--- src/hw/rtl/quat_to_euler_angles_assert.svh ---
// ----------------------------------------------------------------------------
// quaternion to euler angles: assertion macros
// clocked property checks, included by quat_to_euler_angles.sv, the one rtl file to assert
// ----------------------------------------------------------------------------
`ifndef QUAT_TO_EULER_ANGLES_ASSERT_SVH
`define QUAT_TO_EULER_ANGLES_ASSERT_SVH

// check on every rising edge, off while reset is applied
`define QTE_ASSERT(lbl, prop, msg) \
	lbl: assert property (@(posedge clk) disable iff (!arst_n) prop) else $error(msg);

// check on every rising edge, reset included
`define QTE_ASSERT_ALWAYS(lbl, prop, msg) \
	lbl: assert property (@(posedge clk) prop) else $error(msg);

`endif

--- src/hw/rtl/qte_pkg.sv ---
// ----------------------------------------------------------------------------
// qte_pkg
// constants, arctangent table and angle helpers for the euler angle pipeline
// ----------------------------------------------------------------------------
package qte_pkg;

	localparam int CORDIC_STAGES_DEF = 16;
	localparam int FRACTION_BITS_DEF = 14;
	localparam int TABLE_LEN         = 24;

	// cordic datapath: x and y signed, z signed, 2^31 = pi
	localparam int CW      = 33;
	localparam int ZW      = 33;
	localparam int ANGLE_W = 34;

	// digit-by-digit square root: one result bit per step
	localparam int ISQ_STEPS = 31;
	localparam int ISQ_W     = 62;

	localparam logic signed [ANGLE_W-1:0] ANGLE_PI      = ANGLE_W'(64'sd2147483648);
	localparam logic signed [ANGLE_W-1:0] ANGLE_QUARTER = ANGLE_W'(64'sd1073741824);
	localparam logic signed [ANGLE_W-1:0] ROUND_HALF    = ANGLE_W'(64'sd32768);

	function automatic logic [31:0] atan_entry(input int idx);
		logic [31:0] v;
		case (idx)
			0:  v = 32'h20000000;
			1:  v = 32'h12E4051E;
			2:  v = 32'h09FB385B;
			3:  v = 32'h051111D4;
			4:  v = 32'h028B0D43;
			5:  v = 32'h0145D7E1;
			6:  v = 32'h00A2F61E;
			7:  v = 32'h00517C55;
			8:  v = 32'h0028BE53;
			9:  v = 32'h00145F2F;
			10: v = 32'h000A2F98;
			11: v = 32'h000517CC;
			12: v = 32'h00028BE6;
			13: v = 32'h000145F3;
			14: v = 32'h0000A2F9;
			15: v = 32'h0000517C;
			16: v = 32'h000028BE;
			17: v = 32'h0000145F;
			18: v = 32'h00000A2F;
			19: v = 32'h00000517;
			20: v = 32'h0000028B;
			21: v = 32'h00000145;
			22: v = 32'h000000A2;
			23: v = 32'h00000051;
			default: v = 32'h00000000;
		endcase
		return v;
	endfunction

	// round to 16-bit binary angle, wrapping
	function automatic logic [15:0] round_angle(input logic signed [ANGLE_W-1:0] a);
		logic signed [ANGLE_W-1:0] s;
		s = a + ROUND_HALF;
		return s[31:16];
	endfunction

	// four-quadrant angle from first-quadrant angle and the vector signs
	function automatic logic [15:0] restore_angle(input logic [30:0] t,
		input logic x_neg, input logic y_neg);
		logic signed [ANGLE_W-1:0] tt;
		logic signed [ANGLE_W-1:0] a;
		tt = {3'b000, t};
		if (!x_neg) begin
			a = y_neg ? -tt : tt;
		end else begin
			a = y_neg ? tt - ANGLE_PI : ANGLE_PI - tt;
		end
		return round_angle(a);
	endfunction

	// pitch: signed quarter turn when locked, else sign applied
	function automatic logic [15:0] pitch_of(input logic [30:0] t,
		input logic locked, input logic neg);
		logic signed [ANGLE_W-1:0] tt;
		logic signed [ANGLE_W-1:0] a;
		tt = locked ? ANGLE_QUARTER : {3'b000, t};
		a = neg ? -tt : tt;
		return round_angle(a);
	endfunction

endpackage

--- src/hw/rtl/qte_isqrt_cell.sv ---
// ----------------------------------------------------------------------------
// qte_isqrt_cell
// one step of the digit-by-digit integer square root
// ----------------------------------------------------------------------------
module qte_isqrt_cell #(
	parameter int J  = 0,
	parameter int TW = 32
) (
	input  logic                        clk,
	input  logic                        en,
	input  logic [qte_pkg::ISQ_W-1:0]   prev_rem,
	input  logic [qte_pkg::ISQ_W-1:0]   prev_root,
	input  logic [TW-1:0]               prev_tag,
	output logic [qte_pkg::ISQ_W-1:0]   next_rem,
	output logic [qte_pkg::ISQ_W-1:0]   next_root,
	output logic [TW-1:0]               next_tag
);
	import qte_pkg::*;

	localparam logic [ISQ_W-1:0] BIT = ISQ_W'(1) << (2 * J);

	logic [ISQ_W-1:0] trial;
	logic [ISQ_W-1:0] rem_q, root_q;
	logic [TW-1:0]    tag_q;

	assign trial = prev_root + BIT;

	always_ff @(posedge clk) begin
		if (en) begin
			tag_q <= prev_tag;
			if (prev_rem >= trial) begin
				rem_q  <= prev_rem - trial;
				root_q <= (prev_root >> 1) + BIT;
			end else begin
				rem_q  <= prev_rem;
				root_q <= prev_root >> 1;
			end
		end
	end

	assign next_rem  = rem_q;
	assign next_root = root_q;
	assign next_tag  = tag_q;

endmodule

--- config.mk ---
export PLATFORM = sky130hd
export DESIGN_NAME = qte_isqrt_cell
export DESIGN_NICKNAME = d
export VERILOG_FILES = /design/src/hw/rtl/quat_to_euler_angles_assert.svh /design/src/hw/rtl/qte_pkg.sv /design/src/hw/rtl/qte_isqrt_cell.sv
export SDC_FILE = /design/constraint.sdc
export NUM_CORES = 1
export LEC_CHECK = 0
export ABC_AREA = 1
export BUFFER_PORTS_ARGS = -buffer_cell sky130_fd_sc_hd__buf_2
export CAP_MARGIN = 20
export CORE_MARGIN = 1
export CORE_UTILIZATION = 50
export CTS_CLUSTER_DIAMETER = 60
export DETAILED_ROUTE_END_ITERATION = 8
export PLACE_DENSITY = 0.74
export SLEW_MARGIN = 0
export SYNTH_ARGS = -nofsm -noshare
export SYNTH_HDL_FRONTEND = slang
export SYNTH_SLANG_ARGS = --single-unit
--- constraint.sdc ---
create_clock -name clk -period 6.7 [get_ports clk]
set_clock_uncertainty 0.15 [all_clocks]
set_input_delay 2.01 -clock clk [delete_from_list [all_inputs] [get_ports clk]]
set_output_delay 2.01 -clock clk [all_outputs]
set_load 0.02 [all_outputs]
==> results.md <==
* HPWL Detailed at 51900 um
* Drt first pass iters at 6
* Worst path slowest cell: nor3_1
* Synth Flop Type: edfxtp_1
* Kind of critical path: in -> reg
* TritonCTS Sinks at 156
* Register area share after synthesis at 31.7%
* Core area at 0.0289 mm2
* VDD IR max at 130 uV
* Number of gates resized after CTS at 0
* Worst Hold End: next_tag[6]
* Syn. warnings at 0
* Total leakage power at 9.61 nW
* Initial DRC Count at 1873
* Cells after Synth at 2303
* Status: complete, no violations
* Initial antenna violation count at 0
* Area leader, netlist: edfxtp_1
* Worst-path cell chain: buf_2, nand2_1, nor3_1, nand2_1, nor2_1, nand4_1, nor2_1, xor2_1, ha_1, nand2_1, nor3_1, nand3_1, nor2_1, nand2_1, nand3_1, nor2_1, nand2_4, buf_12, buf_12, o21ai_0
* Largest stage delay, worst path at 0.76 ns
* Slew Viols, Final at 0
* Vias/cell at 5.32
* Clk root buf: clkbuf_16
* Xor/xnor cell area share of the yosys netlist at 8.60%
* Die W at 174 um
* Fmax achieved at 0.162 GHz
* Area delta synth->final at 20.5%
* Largest net degree at the start of global routing at 94
* Required time worst endpoint at 6.72 ns
* Area occupied by multi-input gates at 0.00819 mm2
* Vias in the first global route at 15565
* Synth Area in Compound Gates at 3.56%
* Clock period minus worst slack at 6.17 ns
* Largest family of logic cells by synthesized area: simple AND/OR/NAND/NOR gates
* Htree depth at 4
* CTS tree: yes
* Synthesized area per cell at 6.41 um2
* Total number of vias at 16341
* Setup Viol. Count Final at 0
* Post-synth EDFFs at 156
* Crit share post-route at 92.1%
* Clock transition at path regs at 0.07 ns
* Post-synthesis instance area at 0.0148 mm2
* Number of port buffers at 313
* Flip-flop and latch count after synthesis at 156
* DRC at 0
* Share of layout cells above drive strength 1 at 16.6%
* Slew margin rel. at 32.5%
* Post-synth top cells: nand2_1 (937), inv_1 (434), nor2_1 (179), edfxtp_1 (156), xor2_1 (139)
* Tot Pwr at 0.00349 W
* Final nets at 2900
* Worst Path Max Fanout at 47
* Min-Delay Path Class: in -> reg
* Slew @ Worst Pin at 1.00 ns
* Hold Violations, Final at 0
* Register area at 0.00468 mm2
* Postcts setup bufs at 0
* Syn Nets at 2526
* Most frequent cell after synthesis: nand2_1
* CTS Hold Bufs at 0
* Ant diodes at 0
* CP arrival at 6.19 ns
* Power per cell area at 196 mW/mm2
* WL/cell at 19.8 um
* Crit. End Element: flop
* Top post-synthesis cells by area: edfxtp_1 (32%), nand2_1 (24%), inv_1 (11%), xor2_1 (8.2%), ha_1 (5.4%)
* CP Launch Type: input port
* RSZ-0062 raised after global routing: no
* Cell variety after synth at 34
* Mux share of post-synthesis cell area at 0%
* CTS Buffer Depth at 2
* Die height at 174 um
* WHS Path Cells at 1
* Worst path bufs/invs at 3
* Final ANT Viol Nets at 0
* Layout fillers at 2776
* Gpl congestion at 1.04
* First-pass GRT wire length at 89400 um
* Row count at 62
* Ports at 314
* Post-synth top area share at 31.7%
* Fin Setup TNS at 0 ns
* Final WL at 61000 um
* Global-route usage over all layers at 39.9%
* Hold_sp: prev_tag[6]
* Overflow after GRT at 0
* Initial Utilization at 51.2%
* Async SR Flop Fraction at 0%
* Simple-gate area share of the yosys netlist at 37.8%
* Top delay family on crit path: simple AND/OR/NAND/NOR gates
* Die ar. at 0.0302 mm2
* TritonCTS Buffers at 17
* Max Cap Violations at 0
* Adder-cell share of the synthesized area at 5.56%
[metal layers]
metal	routed length (um)	track usage, %	vias up
met4	3460	21.1	0
met3	5620	5.90	162
met5	0	0	-
met2	28400	67.3	988
met1	23500	49.3	7357
li1	-	-	7834
[logic make-up (layout without fill, tap and decap cells)]
kind of cell | Yosys count | after routing
adders and majority gates | 65 | 65
and+or+nand+nor | 1363 | 1363
buffers and inverters | 470 | 856
xor gates and xnor gates | 145 | 145
AOI/OAI and AO/OA | 104 | 104
DFF | 156 | 156
[how the worst max path moves through the flow]
stage	depth (start not counted)	slack [ns]	to	from
finish	20	0.53	next_root[11]	prev_root[34]
global route	26	0.41	next_root[11]	prev_root[1]
CTS	22	0.60	next_root[26]	prev_root[24]
detailed placement	22	0.18	next_root[26]	prev_root[24]
global placement	22	0.19	next_rem[60]	prev_root[25]
floorplan	26	1.41	next_rem[13]	prev_root[0]
[per-stage QoR]
stage          setup WS [ns]  utilization (%)  instance area [um2]  hold slack (ns)  std cells
3_3_place_gp           0.190             59.7                17200             2.04       3042
2_1_floorplan           1.41                -                14800             1.96       2303
5_1_grt                0.412             61.7                17800             1.58       3073
4_1_cts                0.600             61.7                17800             1.58       3073
6_report               0.531             61.7                17800             1.59       3073
3_5_place_dp           0.181             59.7                17200             2.04       3042
[sequential cells by signal, indices dropped and copies added (netlist names)]
signal,flops
next_rem,62
next_tag,32
next_root,62
[power by group]
| part | internal (W) | total, W | leakage [nW] | switching (W) |
|---|---|---|---|---|
| Sequential | 0.00123 | 0.00127 | 1.52 | 0.0000386 |
| Combinational | 0.000386 | 0.00123 | 7.82 | 0.000839 |
| Clock | 0.000525 | 0.000998 | 0.268 | 0.000472 |
[cell type report]
type	instances	area share, %
flip-flops and latches	156	26.3
well taps	384	2.70
multi-input cells	1677	46.0
repair buffers	384	12.4
clock inverters	14	0.844
clock buffers	17	2.39
inverters	441	9.30
[layout by cell type, fill, tap and decap left out, types with 38 or more instances in the layout]
cell type / Yosys / routed
a21oi_1: 38 / 38
buf_2: 1 / 312
buf_4: 5 / 63
edfxtp_1: 156 / 156
ha_1: 64 / 64
inv_1: 434 / 434
nand2_1: 937 / 937
nand3_1: 122 / 122
nor2_1: 179 / 179
nor3_1: 42 / 42
o21ai_0: 56 / 56
xor2_1: 139 / 139
Note: power is estimated with default switching activity, not from simulation.
